`src/design/stac_pkg.sv`:
```
// Package for the segment table allocation checker.
// Types and sizing constants shared by the cell row and the top level.
// No dependencies.
`default_nettype none

package stac_pkg;

    localparam int TABLE_DEPTH = 16;
    localparam int COUNT_W     = $clog2(TABLE_DEPTH + 1);
    localparam int IDX_W       = (TABLE_DEPTH > 1) ? $clog2(TABLE_DEPTH) : 1;

    localparam int SEG_W  = 12;
    localparam int BASE_W = 10;
    localparam int LEN_W  = 10;
    localparam int END_W  = 11;
    localparam int MSZ_W  = 16;

    localparam logic [MSZ_W-1:0] MEMORY_SIZE_RESET = 16'd1024;

    // request type codes
    localparam logic REQ_ALLOC  = 1'b0;
    localparam logic REQ_ACCESS = 1'b1;

    // request token that walks the cell row
    typedef struct packed {
        logic              vld;
        logic              req_type;
        logic [SEG_W-1:0]  seg;
        logic [BASE_W-1:0] base;
        logic [LEN_W-1:0]  len;
        logic [END_W-1:0]  req_end;
        logic              bound_flt;
        logic              hit;
    } tok_t;

    // table write broadcast to all cells
    typedef struct packed {
        logic              en;
        logic [IDX_W-1:0]  idx;
        logic [SEG_W-1:0]  seg;
        logic [BASE_W-1:0] base;
        logic [LEN_W-1:0]  len;
    } wr_t;

endpackage

`default_nettype wire

```
`src/design/stac_cell.sv`:
```
// One cell of the region table row: holds one region and checks the passing token.
// Depends on stac_pkg.
`default_nettype none

module stac_cell (
    input  wire                             aclk,
    input  wire                             aresetn,
    input  wire  [stac_pkg::IDX_W-1:0]      idx_i,
    input  wire  [stac_pkg::COUNT_W-1:0]    count_i,
    input  stac_pkg::wr_t                   wr_i,
    input  stac_pkg::tok_t                  tok_i,
    output stac_pkg::tok_t                  tok_o
);

    logic [stac_pkg::SEG_W-1:0]  seg_reg;
    logic [stac_pkg::BASE_W-1:0] base_reg;
    logic [stac_pkg::LEN_W-1:0]  len_reg;
    stac_pkg::tok_t              tok_reg;
    stac_pkg::tok_t              tok_next;

    logic                        entry_vld;
    logic [stac_pkg::END_W-1:0]  cb;
    logic [stac_pkg::END_W-1:0]  ce;
    logic [stac_pkg::END_W-1:0]  nb;
    logic                        overlap;
    logic                        contain;
    logic                        match;

    // entries below the fill count are live
    assign entry_vld = {{(stac_pkg::COUNT_W - stac_pkg::IDX_W){1'b0}}, idx_i} < count_i;

    // inclusive spans
    assign cb = {1'b0, base_reg};
    assign ce = {1'b0, base_reg} + {1'b0, len_reg};
    assign nb = {1'b0, tok_i.base};

    assign overlap = (cb <= nb && nb <= ce) || (cb <= tok_i.req_end && tok_i.req_end <= ce) ||
                     (nb <= cb && ce <= tok_i.req_end);
    assign contain = (cb <= nb) && (tok_i.req_end <= ce);

    always_comb begin
        match = 1'b0;
        if (entry_vld && (seg_reg == tok_i.seg)) begin
            unique case (tok_i.req_type)
                stac_pkg::REQ_ALLOC:  match = overlap;
                stac_pkg::REQ_ACCESS: match = contain;
                default:              match = 1'b0;
            endcase
        end
        tok_next     = tok_i;
        tok_next.hit = tok_i.hit | match;
    end

    // token stage to the next cell
    always_ff @(posedge aclk) begin
        if (!aresetn) begin
            tok_reg <= '0;
        end else begin
            tok_reg <= tok_next;
        end
    end

    // region storage, written by broadcast
    always_ff @(posedge aclk) begin
        if (wr_i.en && (wr_i.idx == idx_i)) begin
            seg_reg  <= wr_i.seg;
            base_reg <= wr_i.base;
            len_reg  <= wr_i.len;
        end
    end

    assign tok_o = tok_reg;

endmodule

`default_nettype wire

```
`src/design/segment_table_alloc_check_core.sv`:
```
// Top level of the segment table allocation checker: cell row, fill count,
// result register and configuration register. Depends on stac_pkg, stac_cell.
//
//   channel | ports                                   | direction
//   --------+-----------------------------------------+----------
//   request | s_valid s_ready s_req_type s_segment_id  | in
//           | s_region_base s_region_length           |
//   result  | m_valid m_ready m_fault                 | out
//   config  | cfg_valid cfg_ready cfg_data            | in
//
// An item walks the row of TABLE_DEPTH cells, one cell a cycle; at the end
// of the row its result is written to the output register, and the next
// item is taken only once that has happened, so the block holds one item
// at a time. A stalled result holds in a pending register and the block
// takes no item until it reaches the output register.
// Reset clears the fill count and the result path; memory_size goes to 1024.
`default_nettype none

module segment_table_alloc_check_core (
    input  wire                                aclk,
    input  wire                                aresetn,
    input  wire                                s_valid,
    output logic                               s_ready,
    input  wire                                s_req_type,
    input  wire  [stac_pkg::SEG_W-1:0]         s_segment_id,
    input  wire  [stac_pkg::BASE_W-1:0]        s_region_base,
    input  wire  [stac_pkg::LEN_W-1:0]         s_region_length,
    output logic                               m_valid,
    input  wire                                m_ready,
    output logic                               m_fault,
    input  wire                                cfg_valid,
    output logic                               cfg_ready,
    input  wire  [stac_pkg::MSZ_W-1:0]         cfg_data
);

    logic [stac_pkg::MSZ_W-1:0]   memory_size_reg;
    logic [stac_pkg::COUNT_W-1:0] count_reg;
    logic                         busy_reg;
    logic                         pend_vld_reg;
    logic                         pend_fault_reg;
    logic                         m_valid_reg;
    logic                         m_fault_reg;

    stac_pkg::tok_t               chain [stac_pkg::TABLE_DEPTH+1];
    stac_pkg::tok_t               head_tok;
    stac_pkg::wr_t                wr;
    stac_pkg::tok_t               done_tok;

    logic                         accept;
    logic                         out_free;
    logic                         full;
    logic                         fault_res;
    logic [stac_pkg::END_W-1:0]   req_end;

    assign accept    = s_valid && s_ready;
    assign s_ready   = !busy_reg;
    assign cfg_ready = 1'b1;
    assign out_free  = !m_valid_reg || m_ready;

    // token entering the row; the bound check is done up front
    assign req_end = {1'b0, s_region_base} + {1'b0, s_region_length};
    always_comb begin
        head_tok.vld       = accept;
        head_tok.req_type  = s_req_type;
        head_tok.seg       = s_segment_id;
        head_tok.base      = s_region_base;
        head_tok.len       = s_region_length;
        head_tok.req_end   = req_end;
        head_tok.bound_flt = {{(stac_pkg::MSZ_W - stac_pkg::END_W){1'b0}}, req_end} >
                             memory_size_reg;
        head_tok.hit       = 1'b0;
    end

    assign chain[0] = head_tok;

    // the cell row
    for (genvar i = 0; i < stac_pkg::TABLE_DEPTH; i++) begin : g_cell
        stac_cell u_cell (
            .aclk    (aclk),
            .aresetn (aresetn),
            .idx_i   (stac_pkg::IDX_W'(i)),
            .count_i (count_reg),
            .wr_i    (wr),
            .tok_i   (chain[i]),
            .tok_o   (chain[i+1])
        );
    end

    // final verdict at the end of the row
    assign done_tok = chain[stac_pkg::TABLE_DEPTH];
    assign full     = (count_reg == stac_pkg::COUNT_W'(stac_pkg::TABLE_DEPTH));

    always_comb begin
        unique case (done_tok.req_type)
            stac_pkg::REQ_ALLOC:  fault_res = done_tok.bound_flt | done_tok.hit | full;
            stac_pkg::REQ_ACCESS: fault_res = done_tok.bound_flt | !done_tok.hit;
            default:              fault_res = 1'b1;
        endcase
    end

    // store a granted allocation at the fill count
    always_comb begin
        wr.en   = done_tok.vld && (done_tok.req_type == stac_pkg::REQ_ALLOC) && !fault_res;
        wr.idx  = count_reg[stac_pkg::IDX_W-1:0];
        wr.seg  = done_tok.seg;
        wr.base = done_tok.base;
        wr.len  = done_tok.len;
    end

    // fill count
    always_ff @(posedge aclk) begin
        if (!aresetn) begin
            count_reg <= '0;
        end else if (wr.en) begin
            count_reg <= count_reg + stac_pkg::COUNT_W'(1);
        end
    end

    // configuration register
    always_ff @(posedge aclk) begin
        if (!aresetn) begin
            memory_size_reg <= stac_pkg::MEMORY_SIZE_RESET;
        end else if (cfg_valid && cfg_ready) begin
            memory_size_reg <= cfg_data;
        end
    end

    // result path: output register with a pending slot behind it
    always_ff @(posedge aclk) begin
        if (!aresetn) begin
            busy_reg     <= 1'b0;
            pend_vld_reg <= 1'b0;
            m_valid_reg  <= 1'b0;
        end else begin
            if (accept) begin
                busy_reg <= 1'b1;
            end
            if (done_tok.vld) begin
                if (out_free) begin
                    m_valid_reg <= 1'b1;
                    m_fault_reg <= fault_res;
                    busy_reg    <= 1'b0;
                end else begin
                    pend_vld_reg   <= 1'b1;
                    pend_fault_reg <= fault_res;
                end
            end else if (pend_vld_reg && out_free) begin
                m_valid_reg  <= 1'b1;
                m_fault_reg  <= pend_fault_reg;
                pend_vld_reg <= 1'b0;
                busy_reg     <= 1'b0;
            end else if (m_ready) begin
                // result taken, nothing new behind it
                m_valid_reg <= 1'b0;
            end
        end
    end

    assign m_valid = m_valid_reg;
    assign m_fault = m_fault_reg;

endmodule

`default_nettype wire

```
`config.mk`:
```
export PLATFORM = sky130hd
export DESIGN_NAME = segment_table_alloc_check_core
export DESIGN_NICKNAME = d
export VERILOG_FILES = /design/src/design/stac_pkg.sv /design/src/design/stac_cell.sv /design/src/design/segment_table_alloc_check_core.sv
export SDC_FILE = /design/constraint.sdc
export NUM_CORES = 2
export LEC_CHECK = 0
export ABC_CLOCK_PERIOD_IN_PS = 4750
export BUFFER_PORTS_ARGS = -buffer_cell sky130_fd_sc_hd__buf_2
export CORE_MARGIN = 3
export CORE_UTILIZATION = 23
export CTS_CLUSTER_DIAMETER = 30
export DETAILED_ROUTE_END_ITERATION = 6
export PLACE_DENSITY_LB_ADDON = 0.2
export SLEW_MARGIN = 40
export SYNTH_ARGS = -nofsm -noshare
export SYNTH_HDL_FRONTEND = slang
export SYNTH_SLANG_ARGS = --single-unit
```
`constraint.sdc`:
```
create_clock -name aclk -period 4.75 [get_ports aclk]
set_clock_uncertainty 0.15 [all_clocks]
set_input_delay 0.2375 -clock aclk [delete_from_list [all_inputs] [get_ports aclk]]
set_output_delay 0.2375 -clock aclk [all_outputs]
set_load 0.01 [all_outputs]
```
Word-level counts from Yosys, hierarchy flattened
Index checks and enable logic that the tools add are counted.
Cells by class
  add/subtract/negate cells: 18
  multipliers: 0
  div/mod/pow operators: 0
  order comparisons: 113
  equal/unequal tests: 34
  shift-type cells: 0
  muxes and demuxes: 46
  bitwise gates (word level): 36
  reductions and logical operators: 145
Operators with widths (count)
  $le 10x11->1: 32
  $le 11x11->1: 32
  $le 10x10->1: 32
  $eq 12x12->1: 16
  $add 10x10->11: 17
  $logic_and 1x1->1: 100
  $lt 4x5->1 const A: 8
  $pmux 1 s2: 17
  $logic_or 1x1->1: 33
  $eq 4x4->1 const B: 8
  $mux 1: 29
  $lt 3x5->1 const A: 4
  $not 1->1: 18
  $or 1x1->1: 18
  $eq 4x3->1 const B: 4
  $gt 11x16->1: 1
  $lt 1x5->1 const A: 2
  $lt 2x5->1 const A: 2
  $eq 4x2->1 const B: 2
  $reduce_and 2->1: 3
  $reduce_and 3->1: 2
  $add 5x1->5 const B: 1
  $eq 5x5->1 const B: 1
  $eq 4x1->1 const B: 1
  5 further kinds: 9
Word-level totals
  register bits: 1279
  bits in latches: 0
  memory bits (writable): 0
  memory bits (read-only): 0
  input bits: 54
  output and inout bits: 4
  memories: 0

Depth between registers and ports, before layout
  depth in word-level cells: 8
  depth in mapped cells: 20

Modules after synthesis
From an unflattened synthesis, not the netlist that was laid out.
Second synthesis, totals
  cells, all modules: 5885
  area, all modules: 64744.6 um^2
By module, submodules not included
  stac_cell (g_cell[0].u_cell ...): times used 8, cells an instance 352, area each 3930.0 um^2
  stac_cell (g_cell[14].u_cell ...): times used 7, cells an instance 360, area each 3941.3 um^2
  stac_cell (g_cell[13].u_cell): times used 1, cells an instance 355, area each 3913.8 um^2
  segment_table_alloc_check_core: times used 1, cells an instance 194, area each 1801.7 um^2

Least setup slack after synthesis
Ideal clock, no wire load.
  kind: register -> register
  start point: reg count_reg[1] (netlist bit)
  end point: reg g_cell[3].u_cell.base_reg[0] (netlist bit) (enable)
  arrival: 4.154 ns
  required time: 4.139 ns
  slack: -0.015 ns
  stages on the path, launching flop included: 9
  path buffers: 1
  period minus slack after synthesis: 4.765 ns
  cells stage by stage: dfxtp_1 clkbuf_1 inv_1 ha_1 a311o_1 a21o_1 nor3b_2 nand2_1 nor3_1
Between the ends
  word-level cells in the longest chain between the ends: 6
Ends and longest elaborated chain
  from (decl): RTL line segment_table_alloc_check_core.sv:37  | logic [stac_pkg::COUNT_W-1:0] count_reg;
  from (signal assigned): RTL line segment_table_alloc_check_core.sv:115  | count_reg <= count_reg + stac_pkg::COUNT_W'(1);
  $eq 5x5->1: RTL line segment_table_alloc_check_core.sv:91  | assign full = (count_reg == stac_pkg::COUNT_W'(stac_pkg::TABLE_DEPTH));
  $or 1x1->1: RTL line segment_table_alloc_check_core.sv:95  | stac_pkg::REQ_ALLOC: fault_res = done_tok.bound_flt | done_tok.hit | full;
  $pmux 1 s2: RTL line segment_table_alloc_check_core.sv:94  | unique case (done_tok.req_type)
  named net fault_res: RTL line segment_table_alloc_check_core.sv:52  | logic fault_res;
  $logic_not 1->1: RTL line segment_table_alloc_check_core.sv:103  | wr.en = done_tok.vld && (done_tok.req_type == stac_pkg::REQ_ALLOC) && !fault_res;
  $logic_and 1x1->1: RTL line segment_table_alloc_check_core.sv:103
  $logic_and 1x1->1: RTL line stac_cell.sv:65  | if (wr_i.en && (wr_i.idx == idx_i)) begin
  to (signal assigned): RTL line stac_cell.sv:67  | base_reg <= wr_i.base;
  to (decl): RTL line stac_cell.sv:16  | logic [stac_pkg::BASE_W-1:0] base_reg;
The timed path passes the listed nets, and every way through them passes these cells.
A chain may end at the register's enable or synchronous reset.

Worst setup path after layout
  start point: reg g_cell[0].u_cell.base_reg[1] (netlist bit)
  end point: reg g_cell[0].u_cell.tok_reg (netlist bit g_cell[0].u_cell.tok_o[0])
Between the ends
  word-level cells in the longest chain between the ends: 6
Ends and longest elaborated chain
  from (decl): RTL line stac_cell.sv:16
  from (signal assigned): RTL line stac_cell.sv:67
  $add 10x10->11: RTL line stac_cell.sv:34  | assign ce = {1'b0, base_reg} + {1'b0, len_reg};
  $le 10x11->1 / $le 11x11->1 (equally long branches): RTL line stac_cell.sv:37, stac_cell.sv:39
  $logic_and 1x1->1: RTL line stac_cell.sv:37  | assign overlap = (cb <= nb && nb <= ce) || (cb <= tok_i.req_end && tok_i.req_end <= ce) ||
  $logic_or 1x1->1 (2 in a row): RTL line stac_cell.sv:37
  $pmux 1 s2 (*): RTL line stac_cell.sv:44  | unique case (tok_i.req_type)
  to (signal assigned): RTL line stac_cell.sv:59  | tok_reg <= tok_next;
  to (decl): RTL line stac_cell.sv:18  | stac_pkg::tok_t tok_reg;
Every way passes the cells marked *; elsewhere a longest branch is shown, timed or not.

==> impl_results.md <==
* Yosys top cell by area: edfxtp_1
* Synth cell count leaders: ha_1, dfxtp_1, edfxtp_1
* Cells on Worst Hold Path at 3
* Pin slew with the least headroom to its limit at 0.8325 ns
* Drt first-iter violations at 2,075
* Status: finished, final reports clean
* Mapped Area at 61,210 µm²
* Number of flops mapped to enable cells by yosys at 514
* ANT nets after route at 0
* Worst Min Path Start: s_req_type
* Final net count at 6,941
* Pins Over Slew Limit at 0
* Main synth FF type: dfxtp_1
* FF-to-FF path depth at 16
* Power per cell area at 442.0 nW/µm²
* Final setup fails at 0
* Leak at 0.03230 µW
* Synth warn at 0
* Buf/Inv on CP at 0
* GP Congestion at 0.8117
* Cells after synthesis at 5,582
* Vias per Instance at 4.281
* I/O Pins at 58
* Yosys top cell area share at 25.22%
* GRT busiest layer: met2
* Grt met1 use at 17.43%
* Crit path max-delay cell type: edfxtp_1
* TritonCTS clock tree: yes
* H-tree levels at 5
* Crit share post-route at 89.59%
* Crit Path Max Fanout at 4
* Pwr Total at 34,750 µW
* Min Hold Slack at 0.07379 ns
* Crit-path cells: ha_1 > a21o_1 > a21oi_1 > o21bai_1 > a21oi_1 > o21ai_0 > a21o_1 > a21oi_1 > xor2_1 > ha_1 > and3_1 > a221o_1 > a31o_2 > nand2b_1 > a211oi_1 > o22ai_1
* Vias at 42,130
* Hold Crit Class: primary input to register
* Crit path max-delay family: compound AO/OA/AOI/OAI gates
* DRC Markers at 0
* Peak VDD IR at 0.3362 mV
* P&R area growth vs syn at 28.45%
* Crit path DAT at 4.86 ns
* Die area at 272,300 µm²
* Synth top area cells: edfxtp_1, dfxtp_1, ha_1
* GR Util All Layers at 13.05%
* Clock Pin Slew Worst Setup and Hold Paths at 0.05 ns
* Worst Path Required at 5.36 ns
* Final setup TNS at 0 ns
* GR Util met2 at 21.14%
* Post-Syn Area per Cell at 10.96 µm²
* Drt wl/cell at 18.20 µm
* Largest register FFs at 741
* DIE WIDTH at 521.9 µm
* Most frequent cell after synthesis: ha_1
* GR Util met3 at 2.593%
* WP depth at 16
* Overflow after GRT at 0
* Fraction of layout cells with a size suffix above 1 at 11.27%
* 1st-pass router iterations at 6
* Std cell rows at 188
* Pin count of the biggest net entering global routing at 153
* DRT Wirelength at 179,100 µm
* Max Freq at 235.0 MHz
* Slew HR at 44.42%
* Fin crit period at 4.256 ns
* Synth cell types at 86
* Worst setup path start: g_cell[0].u_cell.base_reg[1]
* Final Util at 29.84%
* Area of the core at 263,500 µm²
* Max incr delay on CP at 0.45 ns
* Post_cts resized at 0
* DPL Wire Length at 129,100 µm
* Max-cap violations at 0
* Final hold viol count at 0
* Register bit total from synthesis at 1,279
* Worst reg2reg path startpoint: g_cell[0].u_cell.base_reg[1]
* Top cell by count, worst path: a21oi_1
* Post-route insts no fill at 9,841
* Fraction of registers with async set/reset at 0%
* # placed instances at 9,117
* CP Capture Type: register
* Clk sinks at 1,279
* Syn Nets at 6,470
* Starting Density at 23.23%
* CP startpoint kind: register
* Clk_lat worst skew at 0.91 ns
* Chip height at 521.9 µm
* Seq/Total Area, Yosys at 50.24%
* RSZ-0062 raised after global routing: false
* Initial antenna violation count at 33
* Critical path type: register to register
* Vias in the first global route at 44,310
* Root Buffer: clkbuf_16
* First-pass GRT wire length at 271,700 µm
* Clk buf depth at 4
* Inserted Clock Buffers at 338
* Port buffer count at 56
* Post-CTS setup buffers at 0
area by class of cell:
cell class	count	area [µm²]
Inverter	474	1792
Antenna cell	10	25.02
Clock buffer	449	9686
Timing Repair Buffer	226	1844
Clock inverter	154	1693
Fill cell	27190	184800
Sequential cell	1279	30770
Multi-Input combinational cell	3734	28410
Tap cell	3515	4398
cells in the final DEF, fill, tap and decap left out, types with 167 or more instances in the layout:
cell and count:
ha_1 817, clkbuf_16 362, nor2_1 462, inv_1 473
and2_1 433, xnor2_1 188, o21ai_0 167, a21oi_1 251
dfxtp_1 745, edfxtp_1 514
metal layers:
| layer | vias to the layer above | routed length, µm |
|---|---|---|
| met3 | 304 | 8682 |
| li1 | 20830 | - |
| met5 | - | 55 |
| met2 | 950 | 81560 |
| met4 | 8 | 4241 |
| met1 | 20050 | 84530 |
cells by family (layout without fill, tap and decap cells):
kind of cell	after synthesis	count (layout)	synth area share (%)
flip-flops	1279	1279	50.24
AND/OR/NAND/NOR	1609	1609	13.70
other	1	11	0.006127
buffers and inverters	569	1303	3.532
adder cells (fa/ha/maj)	850	850	17.52
XOR/XNOR	326	326	4.665
multiplexers	22	22	0.3639
AO/OA/AOI/OAI	926	926	9.974
path summary, 6_finish.rpt:
| check | to | slack [ns] |
|---|---|---|
| max | g_cell[0].u_cell.tok_o[0] | 0.49 |
| min | g_cell[0].u_cell.tok_o[45] | 0.07 |
| max reg2reg | g_cell[0].u_cell.tok_o[0] | 0.49 |
| min reg2reg | g_cell[8].u_cell.tok_o[22] | 0.23 |
report_power, final:
group | switching, µW | leakage (µW) | total, µW | internal (µW)
sequential | 58.7 | 0.0113 | 11500 | 11500
combinational | 454 | 0.0155 | 786 | 333
clock | 6620 | 0.00554 | 22400 | 15800
through the flow:
step | worst slack (ns) | instance area, µm²
2_1_floorplan | 0.02227 | 61210
3_3_place_gp | 0.4075 | 66060
3_5_place_dp | 0.5344 | 66100
4_1_cts | 0.4723 | 78590
5_1_grt | 0.06155 | 78600
6_report | 0.4943 | 78620
worst register-to-register path: cells and delay by family, from the launching register on:
kind	cells	cell delay, ns
AO/OA/AOI/OAI	11	2.24
XOR/XNOR	1	0.28
adder cells (fa/ha/maj)	2	0.62
flip-flops	1	0.45
AND/OR/NAND/NOR	2	0.37
timing repair:
action                                 CTS  global route
setup endpoints to repair                0             0
endpoints found under the hold margin  223             0
hold buffers                           111             0
Power figures use the tool's default switching activity.
